$ cat config.mk
export PLATFORM = sky130hd
export DESIGN_NAME = zone_write_frame_crc16_top
export DESIGN_NICKNAME = d
export VERILOG_FILES = /design/src/rtl/core/zwf_pkg.sv /design/src/rtl/core/zwf_front.sv /design/src/rtl/core/zwf_queue.sv /design/src/rtl/core/zwf_back.sv /design/src/rtl/core/zone_write_frame_crc16_top.sv
export SDC_FILE = /design/constraint.sdc
export NUM_CORES = 1
export LEC_CHECK = 0
export ABC_AREA = 1
export BUFFER_PORTS_ARGS = -buffer_cell sky130_fd_sc_hd__buf_2
export CORE_MARGIN = 3
export CORE_UTILIZATION = 50
export CTS_CLUSTER_SIZE = 10
export DETAILED_ROUTE_END_ITERATION = 10
export PLACE_DENSITY = 0.67
export SETUP_SLACK_MARGIN = 0.1
export SLEW_MARGIN = 10
export SYNTH_ARGS = -nofsm -noshare
export SYNTH_HDL_FRONTEND = slang
export SYNTH_SLANG_ARGS = --single-unit
export TNS_END_PERCENT = 5
$ cat constraint.sdc
create_clock -name clk_i -period 5.62 [get_ports clk_i]
set_input_delay 0.562 -clock clk_i [delete_from_list [all_inputs] [get_ports clk_i]]
set_output_delay 0.562 -clock clk_i [all_outputs]
set_load 0.02 [all_outputs]
$ cat src/rtl/core/zwf_pkg.sv
// Shared types, frame constants and the CRC-16 byte update for the zone write framer.
// No dependencies; every other file in rtl/core imports this package.
`timescale 1ns / 1ps

package zwf_pkg;

  localparam logic [7:0]  FrameHeader  = 8'h7E;
  localparam logic [7:0]  FramePad     = 8'h00;
  localparam logic [7:0]  FrameLenByte = 8'h01;
  localparam logic [15:0] CrcPoly      = 16'h1021;
  localparam logic [15:0] CrcInit      = 16'h0000;

  // Five bytes are covered by the CRC: type, length, address high, address low, value
  localparam int unsigned CrcSpanLen = 5;
  localparam int unsigned StepW      = $clog2(CrcSpanLen + 1);
  typedef logic [StepW-1:0] step_t;

  localparam logic [StepW-1:0] SpanType     = StepW'(0);
  localparam logic [StepW-1:0] SpanLen      = StepW'(1);
  localparam logic [StepW-1:0] SpanAddrHigh = StepW'(2);
  localparam logic [StepW-1:0] SpanAddrLow  = StepW'(3);
  localparam logic [StepW-1:0] SpanDone     = StepW'(CrcSpanLen);

  // Byte positions in the transmitted frame
  localparam int unsigned FrameBytes = 9;
  localparam int unsigned IdxW       = $clog2(FrameBytes);
  typedef logic [IdxW-1:0] idx_t;

  localparam logic [IdxW-1:0] PosHeader   = IdxW'(0);
  localparam logic [IdxW-1:0] PosPad      = IdxW'(1);
  localparam logic [IdxW-1:0] PosType     = IdxW'(2);
  localparam logic [IdxW-1:0] PosLen      = IdxW'(3);
  localparam logic [IdxW-1:0] PosAddrHigh = IdxW'(4);
  localparam logic [IdxW-1:0] PosAddrLow  = IdxW'(5);
  localparam logic [IdxW-1:0] PosValue    = IdxW'(6);
  localparam logic [IdxW-1:0] PosCrcHigh  = IdxW'(7);
  localparam logic [IdxW-1:0] PosCrcLow   = IdxW'(8);

  // One framed command, CRC already worked out
  typedef struct packed {
    logic [7:0]  frame_type;
    logic [15:0] zone_address;
    logic [7:0]  zone_value;
    logic [15:0] crc;
  } frame_rec_t;

  // Queue status seen by the front end and the back end
  typedef struct packed {
    logic full;
    logic empty;
  } q_stat_t;

  localparam int unsigned QueueDepth = 2;
  localparam int unsigned QPtrW      = $clog2(QueueDepth);
  localparam int unsigned QCntW      = $clog2(QueueDepth + 1);

  // CRC-16, MSB first: fold one byte into the running remainder
  function automatic logic [15:0] crc_feed_byte(input logic [15:0] crc_in,
                                                input logic [7:0]  data);
    logic [15:0] c;
    c = crc_in ^ {data, 8'h00};
    for (int k = 0; k < 8; k++) begin
      if (c[15]) begin
        c = {c[14:0], 1'b0} ^ CrcPoly;
      end else begin
        c = {c[14:0], 1'b0};
      end
    end
    return c;
  endfunction

endpackage

$ cat src/rtl/core/zwf_front.sv
// Front end: accepts a write command and runs the CRC over its five covered bytes.
// Depends on zwf_pkg; hands finished records to zwf_queue.
`timescale 1ns / 1ps

module zwf_front (
  input  logic               clk_i,
  input  logic               rst_ni,
  input  logic               cmd_valid_i,
  output logic               cmd_ready_o,
  input  logic [7:0]         frame_type_i,
  input  logic [15:0]        zone_address_i,
  input  logic [7:0]         zone_value_i,
  input  zwf_pkg::q_stat_t   q_stat_i,
  output logic               push_o,
  output zwf_pkg::frame_rec_t rec_o
);
  import zwf_pkg::*;

  logic        busy_q, busy_d;
  step_t       step_q, step_d;
  logic [15:0] crc_q, crc_d;
  logic [7:0]  type_q, type_d;
  logic [15:0] addr_q, addr_d;
  logic [7:0]  value_q, value_d;
  logic [7:0]  span_byte;
  logic        done;
  logic        accept;

  always_comb begin
    case (step_q)
      SpanType:     span_byte = type_q;
      SpanLen:      span_byte = FrameLenByte;
      SpanAddrHigh: span_byte = addr_q[15:8];
      SpanAddrLow:  span_byte = addr_q[7:0];
      default:      span_byte = value_q;
    endcase
  end

  assign done        = busy_q && (step_q == SpanDone);
  assign push_o      = done && !q_stat_i.full;
  assign cmd_ready_o = !busy_q || push_o;
  assign accept      = cmd_valid_i && cmd_ready_o;

  always_comb begin
    busy_d  = busy_q;
    step_d  = step_q;
    crc_d   = crc_q;
    type_d  = type_q;
    addr_d  = addr_q;
    value_d = value_q;
    if (accept) begin
      busy_d  = 1'b1;
      step_d  = '0;
      crc_d   = CrcInit;
      type_d  = frame_type_i;
      addr_d  = zone_address_i;
      value_d = zone_value_i;
    end else if (push_o) begin
      busy_d = 1'b0;
    end else if (busy_q && !done) begin
      crc_d  = crc_feed_byte(crc_q, span_byte);
      step_d = step_q + StepW'(1);
    end
  end

  always_ff @(posedge clk_i or negedge rst_ni) begin
    if (!rst_ni) begin
      busy_q <= 1'b0;
      step_q <= '0;
    end else begin
      busy_q <= busy_d;
      step_q <= step_d;
    end
  end

  always_ff @(posedge clk_i) begin
    crc_q   <= crc_d;
    type_q  <= type_d;
    addr_q  <= addr_d;
    value_q <= value_d;
  end

  assign rec_o = '{frame_type: type_q, zone_address: addr_q,
                   zone_value: value_q, crc: crc_q};

endmodule

$ cat src/rtl/core/zwf_queue.sv
// Short record queue between the CRC front end and the byte serialiser.
// Depends on zwf_pkg for the record type and depth.
`timescale 1ns / 1ps

module zwf_queue (
  input  logic                clk_i,
  input  logic                rst_ni,
  input  logic                push_i,
  input  zwf_pkg::frame_rec_t push_rec_i,
  input  logic                pop_i,
  output zwf_pkg::frame_rec_t head_rec_o,
  output zwf_pkg::q_stat_t    stat_o
);
  import zwf_pkg::*;

  frame_rec_t             slot_q [QueueDepth];
  logic [QPtrW-1:0]       wr_ptr_q, wr_ptr_d;
  logic [QPtrW-1:0]       rd_ptr_q, rd_ptr_d;
  logic [QCntW-1:0]       count_q, count_d;
  logic                   do_push, do_pop;

  assign stat_o.full  = (count_q == QCntW'(QueueDepth));
  assign stat_o.empty = (count_q == '0);
  assign do_push      = push_i && !stat_o.full;
  assign do_pop       = pop_i && !stat_o.empty;
  assign head_rec_o   = slot_q[rd_ptr_q];

  always_comb begin
    wr_ptr_d = wr_ptr_q;
    rd_ptr_d = rd_ptr_q;
    count_d  = count_q;
    if (do_push) begin
      wr_ptr_d = (wr_ptr_q == QPtrW'(QueueDepth - 1)) ? '0 : wr_ptr_q + QPtrW'(1);
    end
    if (do_pop) begin
      rd_ptr_d = (rd_ptr_q == QPtrW'(QueueDepth - 1)) ? '0 : rd_ptr_q + QPtrW'(1);
    end
    case ({do_push, do_pop})
      2'b10:   count_d = count_q + QCntW'(1);
      2'b01:   count_d = count_q - QCntW'(1);
      default: count_d = count_q;
    endcase
  end

  always_ff @(posedge clk_i or negedge rst_ni) begin
    if (!rst_ni) begin
      wr_ptr_q <= '0;
      rd_ptr_q <= '0;
      count_q  <= '0;
    end else begin
      wr_ptr_q <= wr_ptr_d;
      rd_ptr_q <= rd_ptr_d;
      count_q  <= count_d;
    end
  end

  always_ff @(posedge clk_i) begin
    if (do_push) begin
      slot_q[wr_ptr_q] <= push_rec_i;
    end
  end

endmodule

$ cat src/rtl/core/zwf_back.sv
// Back end: serialises one queued record into the nine frame bytes through an output register.
// Depends on zwf_pkg; pulls records from zwf_queue.
`timescale 1ns / 1ps

module zwf_back (
  input  logic                clk_i,
  input  logic                rst_ni,
  input  zwf_pkg::q_stat_t    q_stat_i,
  input  zwf_pkg::frame_rec_t head_rec_i,
  output logic                pop_o,
  output logic                out_valid_o,
  input  logic                out_ready_i,
  output logic [7:0]          out_byte_o,
  output logic                last_byte_o
);
  import zwf_pkg::*;

  frame_rec_t  cur_q, cur_d;
  logic        cur_v_q, cur_v_d;
  idx_t        idx_q, idx_d;
  logic        ov_q, ov_d;
  logic [7:0]  ob_q, ob_d;
  logic        ol_q, ol_d;
  logic        load, emit, fin;
  logic [7:0]  sel_byte;

  always_comb begin
    case (idx_q)
      PosHeader:   sel_byte = FrameHeader;
      PosPad:      sel_byte = FramePad;
      PosType:     sel_byte = cur_q.frame_type;
      PosLen:      sel_byte = FrameLenByte;
      PosAddrHigh: sel_byte = cur_q.zone_address[15:8];
      PosAddrLow:  sel_byte = cur_q.zone_address[7:0];
      PosValue:    sel_byte = cur_q.zone_value;
      PosCrcHigh:  sel_byte = cur_q.crc[15:8];
      default:     sel_byte = cur_q.crc[7:0];
    endcase
  end

  assign load  = !ov_q || out_ready_i;
  assign emit  = load && cur_v_q;
  assign fin   = emit && (idx_q == PosCrcLow);
  assign pop_o = !q_stat_i.empty && (!cur_v_q || fin);

  always_comb begin
    cur_d   = cur_q;
    cur_v_d = cur_v_q;
    idx_d   = idx_q;
    if (pop_o) begin
      cur_d   = head_rec_i;
      cur_v_d = 1'b1;
      idx_d   = '0;
    end else if (fin) begin
      cur_v_d = 1'b0;
    end else if (emit) begin
      idx_d = idx_q + IdxW'(1);
    end

    ov_d = ov_q;
    ob_d = ob_q;
    ol_d = ol_q;
    if (emit) begin
      ov_d = 1'b1;
      ob_d = sel_byte;
      ol_d = (idx_q == PosCrcLow);
    end else if (load) begin
      ov_d = 1'b0;
    end
  end

  always_ff @(posedge clk_i or negedge rst_ni) begin
    if (!rst_ni) begin
      cur_v_q <= 1'b0;
      idx_q   <= '0;
      ov_q    <= 1'b0;
    end else begin
      cur_v_q <= cur_v_d;
      idx_q   <= idx_d;
      ov_q    <= ov_d;
    end
  end

  always_ff @(posedge clk_i) begin
    cur_q <= cur_d;
    ob_q  <= ob_d;
    ol_q  <= ol_d;
  end

  assign out_valid_o = ov_q;
  assign out_byte_o  = ob_q;
  assign last_byte_o = ol_q;

endmodule

$ cat src/rtl/core/zone_write_frame_crc16_top.sv
// Top level of the zone write framer: front end, record queue and byte serialiser.
// Depends on zwf_pkg, zwf_front, zwf_queue and zwf_back.
`timescale 1ns / 1ps
//
// Usage
//   The slave stream takes one register-write command per transaction; the
//   master stream gives the nine-byte frame for it, one byte per transaction:
//   0x7E, 0x00, type, 0x01, address high, address low, value, CRC high,
//   CRC low. m_axis_tlast marks the CRC low byte. The CRC is CRC-16 with
//   polynomial 0x1021, zero start, MSB first, over type..value.
// Flow
//   The front end folds one covered byte per cycle, and the next command can
//   be taken as the finished record leaves. Once a command is taken, its
//   record goes into the queue, then into the serialiser, and its first byte
//   is presented from the output register. While m_axis_tready is high the
//   serialiser sends one byte per cycle, so with the receiver always ready
//   the sustained rate is set by the nine output bytes.
// Reset
//   rst_ni clears the front end, the two-record queue and the output
//   register; no transaction is in flight afterwards.
// Stall
//   While m_axis_tready is low the output byte holds. The queue keeps up to
//   two finished records, then the front end holds its record and drops
//   s_axis_tready until space frees up.

module zone_write_frame_crc16_top (
  input  logic        clk_i,
  input  logic        rst_ni,
  input  logic        s_axis_tvalid,
  output logic        s_axis_tready,
  input  logic [31:0] s_axis_tdata,   // [7:0] frame_type, [23:8] zone_address, [31:24] zone_value
  output logic        m_axis_tvalid,
  input  logic        m_axis_tready,
  output logic [7:0]  m_axis_tdata,   // [7:0] out_byte
  output logic        m_axis_tlast    // last_byte
);
  import zwf_pkg::*;

  q_stat_t    q_stat;
  logic       push;
  logic       pop;
  frame_rec_t push_rec;
  frame_rec_t head_rec;

  // Accept and CRC
  zwf_front u_front (
    .clk_i          (clk_i),
    .rst_ni         (rst_ni),
    .cmd_valid_i    (s_axis_tvalid),
    .cmd_ready_o    (s_axis_tready),
    .frame_type_i   (s_axis_tdata[7:0]),
    .zone_address_i (s_axis_tdata[23:8]),
    .zone_value_i   (s_axis_tdata[31:24]),
    .q_stat_i       (q_stat),
    .push_o         (push),
    .rec_o          (push_rec)
  );

  // Decouple the two halves
  zwf_queue u_queue (
    .clk_i      (clk_i),
    .rst_ni     (rst_ni),
    .push_i     (push),
    .push_rec_i (push_rec),
    .pop_i      (pop),
    .head_rec_o (head_rec),
    .stat_o     (q_stat)
  );

  // Serialise bytes
  zwf_back u_back (
    .clk_i       (clk_i),
    .rst_ni      (rst_ni),
    .q_stat_i    (q_stat),
    .head_rec_i  (head_rec),
    .pop_o       (pop),
    .out_valid_o (m_axis_tvalid),
    .out_ready_i (m_axis_tready),
    .out_byte_o  (m_axis_tdata),
    .last_byte_o (m_axis_tlast)
  );

endmodule

==> impl_metrics.py, run 1 <==
metrics = {
    "status": {
        "status": "finished clean",
    },
    "detailed_routing": {
        "ant_nets": 0,
        "drt_iter0_drc": 437,
        "wl_met3_mm": 1.05,
        "vias": 5411,
        "dr_wl_met2_mm": 8.29,
        "dr.pass1.iters": 5,
        "met1_length_mm": 8.14,
        "avgViaCountPerCell": 5.26,
        "wirelength_mm": 18.0,
        "drc": 0,
        "top_layer_used": "met4",
        "post_drt_wl_per_cell_um": 17.5,
    },
    "clock_tree": {
        "root_buffer": "clkbuf_16",
        "cts_sinks": 215,
        "cts.clk_slew.worst_paths_ps": 50,
        "insertion_delay_ps": 500,
        "htree_levels": 1,
        "cts_buffers": 25,
        "cts_tree": "done",
        "clock_path_buffers": 3,
    },
    "timing": {
        "drv_slew": 0,
        "hold_violations": 0,
        "max_freq_mhz": 362,
        "finalHoldWorstSlack_ps": 233,
        "tns_ps": 0,
        "rsz0062_at_grt": "false",
        "final.period_utilization": 0.491,
        "setup_ws_ps": 2860,
        "worst_pin_slew_ps": 1180,
        "relSlewSlack": 0.214,
        "setup_viol": 0,
        "fin_crit_ps": 2760,
        "skew_ps": 8.34,
    },
    "floorplanning": {
        "fp.dieW_um": 137,
        "fp.dieH_um": 137,
        "io-pin-count": 47,
        "rows": 47,
        "dieArea_sq_um": 18800,
        "core_sq_um": 16700,
        "start_util": 0.516,
    },
    "synth": {
        "synth_area_leaders": "edfxtp_1, nand2_1, dfrtp_1, dfxtp_1, nand3_1",
        "synth_edf_count": 185,
        "synth_area_leader_cell": "edfxtp_1",
        "syn-mean-instance-area_sq_um": 11.8,
        "synth_cell_types": 34,
        "synth_common_cells": "nand2_1, edfxtp_1, inv_1, nand3_1, nor2_1",
        "synth_nets": 776,
        "syn_inst": 730,
        "synth_seq_cells": 215,
        "ys_async_sr_fraction": 0.0651,
        "synth.most_common_cell": "nand2_1",
        "synth_ff_type": "edfxtp_1",
        "synthesis.area_sq_um": 8620,
        "synth_top_area_share": 0.645,
        "yosysSeqAreaShare": 0.722,
        "yosysWarningCount": 0,
    },
    "global_routing": {
        "antenna_found_initial": 0,
        "grt_pass1_wl_mm": 28.2,
        "first_global_vias": 5241,
        "grt_use_total": 0.197,
        "grt_start_max_net_pins": 55,
        "gr-total-overflow": 0,
    },
    "critical_path": {
        "r2r-start": "u_front.step_q[1]",
        "max_stage_delay_ps": 890,
        "path_max_fanout": 46,
        "cp-start-kind": "flop",
        "critPathKind": "flop to flop",
        "cp-end-kind": "flop",
        "critPathBufInv": 2,
        "worstSetupStartpoint": "u_front.step_q[1]",
        "cp_slowest_cell": "nor2_4",
        "cp_top_family": "simple AND/OR/NAND/NOR gates",
        "cp.required_ps": 5980,
        "crit_chain": "inv_1 > ha_1 > nand2_1 > nor3_2 > nor2_1 > nor2_4 > inv_1 > nand2_1 > o22ai_1",
        "cp.arrival_ps": 3120,
    },
    "cells_and_area": {
        "antenna-diode-count": 0,
        "nets": 836,
        "final_core_util": 0.588,
        "stdcell_count": 1028,
        "stdcell_area_sq_um": 9820,
        "area_growth_pct": 14.0,
        "drive_gt1_frac": 0.129,
    },
    "power_and_ir_drop": {
        "powerDensity_nw_per_um2": 605,
        "fin_total_pwr_mw": 5.94,
        "power_leakage_nw": 4.05,
        "ir_drop_uv": 365,
    },
    "worst_hold_path": {
        "min_path_type": "input pin to flop",
        "hold_path_startpoint": "s_axis_tdata[27]",
    },
    "placed_design": {
        "place_area_sq_um": 9100,
        "place.gp.congestion": 0.902,
        "place_inst": 982,
        "io_buffers": 46,
        "place_hpwl_mm": 12.2,
        "dpl_worst_slack_ps": 2820,
    },
    "job": {
        "max_cap_violations": 0,
    },
}
-- cell families (layout without fill, tap and decap cells) --
family                     after synthesis  after routing  share of synthesized area
AOI/OAI and AO/OA                       51             51                     0.0383
xor gates and xnor gates                 7              7                    0.00711
adders and majority gates               10             10                     0.0145
buffers and inverters                   99            177                     0.0456
DFF                                    215            215                      0.722
and+or+nand+nor                        348            348                      0.172
-- cell usage in the layout, fill, tap and decap left out, types with 8 or more instances in the layout --
master,n
ha_1,10
nand2_1,236
inv_1,78
buf_2,46
dfrtp_1,14
nor2_1,18
nand3_1,64
o22ai_1,9
clkbuf_1,19
a221oi_1,8
dfxtp_1,16
edfxtp_1,185
nand2_2,11
a21oi_1,16
clkbuf_16,25
o21ai_0,10
-- path summary, 6_finish.rpt --
kind,to,slack (ps),depth (start not counted)
min in group asynchronous,u_back.idx_q[2],520,2
max in group asynchronous,u_queue.count_q[0],4820,2
max reg2reg,u_front.step_q[2],2860,9
min,u_front.value_q[3],230,1
min reg2reg,u_back.out_valid_o,460,2
max,u_front.step_q[2],2860,9
-- state kept, by name, summed over array words and instances (netlist names), 2 cells and up --
signal and cells:
u_queue.count_q 2, u_front.value_q 8, u_queue.slot_q 96, u_back.out_byte_o 8, u_front.step_q 3, u_back.idx_q 4, u_front.addr_q 16, u_back.cur_q 48
u_front.crc_q 16, u_front.type_q 8
-- worst register-to-register path, cell delays in order (launching register included) --
cell     delay, ps
dfrtp_1        400
inv_1          110
ha_1           250
nand2_1        110
nor3_2         230
nor2_1         110
nor2_4         890
inv_1          260
nand2_1        170
o22ai_1         90
-- layer usage --
| metal | GRT usage | vias to the layer above |
|---|---|---|
| met1 | 0.284 | 2595 |
| met4 | 0.0615 | 0 |
| met3 | 0.0267 | 41 |
| li1 | - | 2597 |
| met5 | 0 | - |
| met2 | 0.316 | 178 |
-- area by class of cell --
cell class | instances | area, sq um
Inverter | 80 | 300
Sequential cell | 215 | 6230
Clock buffer | 45 | 711
Tap cell | 220 | 275
Multi-Input combinational cell | 416 | 2030
Timing Repair Buffer | 52 | 278
Fill cell | 1349 | 6880
-- where the power goes --
| group | switching (mW) | leakage, nW | internal (mW) |
|---|---|---|---|
| clock | 0.565 | 0.338 | 0.843 |
| combinational | 1.36 | 1.73 | 0.622 |
| sequential | 0.272 | 1.99 | 2.28 |
| total | 2.20 | 4.05 | 3.74 |
-- timing repair --
| action | CTS | global route |
|---|---|---|
| gates resized for setup | 0 | 0 |
| buffers inserted | 0 | 0 |
| hold buffers | 1 | 0 |
| endpoints found under the hold margin | 14 | 0 |
(Power assumes the default switching activity.)
==> inputs of run 2 (changes only) <==
Clock period 5.62 ns to 2.8 ns, I/O delays scaled along.
==> impl_metrics.py, run 2 (synthesis results as in run 1) <==
metrics = {
    "cells_and_area": {
        "antenna-diode-count": 0,
        "area_growth_pct": 18.8,
        "layout_commonest_cell": "nand2_1",
        "layout_common_cells": "nand2_1, edfxtp_1, inv_1, nand3_1, buf_2",
        "fillCellCount": 1306,
        "drive_gt1_frac": 0.129,
        "regMostFlops": "u_queue.slot_q",
        "largest_reg_flops": 96,
        "largestRegisters": "u_queue.slot_q (96), u_back.cur_q (48)",
        "nets": 872,
    },
    "clock_tree": {
        "insertion_delay_ps": 510,
        "cts_sinks": 215,
        "cts.clk_slew.worst_paths_ps": 50,
        "htree_levels": 1,
        "clock_path_buffers": 3,
        "root_buffer": "clkbuf_16",
        "cts_resized": 0,
        "cts_tree": "done",
        "cts_buffers": 25,
    },
    "detailed_routing": {
        "drc": 0,
        "avgViaCountPerCell": 5.21,
        "ant_nets": 0,
        "drt_iter0_drc": 415,
        "wirelength_mm": 18.1,
        "post_drt_wl_per_cell_um": 17.0,
        "dr.pass1.iters": 5,
        "vias": 5549,
    },
    "critical_path": {
        "crit_path_frequent_cell": "inv_1",
        "critPathKind": "flop to output port",
        "critPathBufInv": 3,
        "cp-end-kind": "output port",
        "path_max_fanout": 3,
        "cp-start-kind": "flop",
        "cp_slowest_cell": "dfrtp_1",
        "cp.arrival_ps": 2030,
        "cp.required_ps": 2520,
        "crit_chain": "inv_1 > ha_1 > nand2_1 > nor3_2 > nor2_1 > inv_1 > buf_2",
        "max_stage_delay_ps": 400,
        "cp_top_family": "simple AND/OR/NAND/NOR gates",
    },
    "floorplanning": {
        "io-pin-count": 47,
        "start_util": 0.516,
        "fp.dieW_um": 137,
        "rows": 47,
        "dieArea_sq_um": 18800,
        "fp.dieH_um": 137,
        "core_sq_um": 16700,
    },
    "timing": {
        "rsz0062_at_grt": "false",
        "fin_crit_ps": 2310,
        "hold_violations": 0,
        "finalHoldWorstSlack_ps": 54.0,
        "skew_ps": 17.8,
        "setup_viol": 0,
        "tns_ps": 0,
        "relSlewSlack": 0.480,
        "final.period_utilization": 0.827,
        "drv_slew": 0,
        "worst_pin_slew_ps": 778,
        "max_freq_mhz": 432,
    },
    "power_and_ir_drop": {
        "power_frac_comb": 0.342,
        "ir_drop_uv": 778,
        "power_leakage_nw": 4.23,
        "swShare": 0.365,
        "powerDensity_nw_per_um2": 1170,
        "p_clk_frac": 0.239,
        "p_int_mw": 7.61,
        "switchingPower_mw": 4.38,
        "seq_power_share": 0.420,
    },
    "global_routing": {
        "grt_use_total": 0.205,
        "first_global_vias": 5571,
        "gr-total-overflow": 0,
        "grt_pass1_wl_mm": 29.2,
        "antenna_found_initial": 0,
        "grt_start_max_net_pins": 54,
    },
    "job": {
        "max_cap_violations": 0,
    },
    "status": {
        "status": "finished clean",
    },
    "placed_design": {
        "io_buffers": 46,
        "place.gp.congestion": 0.917,
        "place_hpwl_mm": 11.7,
    },
    "worst_hold_path": {
        "min_path_type": "input pin to flop",
    },
}
run 2: tightest hold or removal path, delay by kind of cell:
kind	cells	cell delay [ps]
AND/OR/NAND/NOR	2	120
buffers and inverters	2	120
run 2: power groups by stage:
stage,clock network [mW],logic [mW],registers [mW]
floorplan,0,2.95,4.97
global placement,0,3.85,5.03
detailed placement,0,4.00,5.08
CTS,2.93,4.08,5.02
global route,3.07,4.66,5.11
finish,2.86,4.10,5.03
run 2: cell type report:
type                            count  area, sq um  share of cell area
Sequential cell                   215         6230               0.608
Multi-Input combinational cell    416         2030               0.198
Timing Repair Buffer               88          681              0.0665
Tap cell                          220          275              0.0269
Clock inverter                      1         8.76            0.000855
Clock buffer                       45          721              0.0704
Inverter                           80          300              0.0293
run 2: path summary, 6_finish.rpt:
path,start,to,slack [ps],depth (start not counted)
worst min register to register,u_back.cur_v_q,u_back.out_valid_o,460,2
max in group asynchronous,rst_ni,u_queue.count_q[1],2240,2
min in group asynchronous,rst_ni,u_queue.wr_ptr_q,250,2
worst max-delay path,u_front.step_q[1],s_axis_tready,490,7
worst min-delay path,m_axis_tready,u_back.out_valid_o,50,4
worst max register to register,u_front.step_q[1],u_front.crc_q[10],540,10
run 2: stage by stage:
step                      setup WS (ps)  instances  total power, mW  utilization  instance area (sq um)
final                               486       1065             12.0        0.613                  10200
after global routing                360       1065             12.8        0.613                  10200
after CTS                           473       1065             12.0        0.613                  10200
after detailed placement            568        985             9.08        0.549                   9170
after global placement              650        985             8.88        0.549                   9170
after floorplan                    27.4        730             7.92            -                   8630
run 2: what timing repair did:
action	CTS	global route
hold buffers	34	0
buffers inserted	0	0
hold endpoints to repair	47	0
run 2: metal layers:
layer / up-vias / routed length, um / track usage
met1: 2602 / 7870 / 0.286
li1: 2676 / - / -
met4: 0 / 702 / 0.0771
met3: 48 / 1110 / 0.0332
met2: 223 / 8440 / 0.327
met5: - / 0 / 0
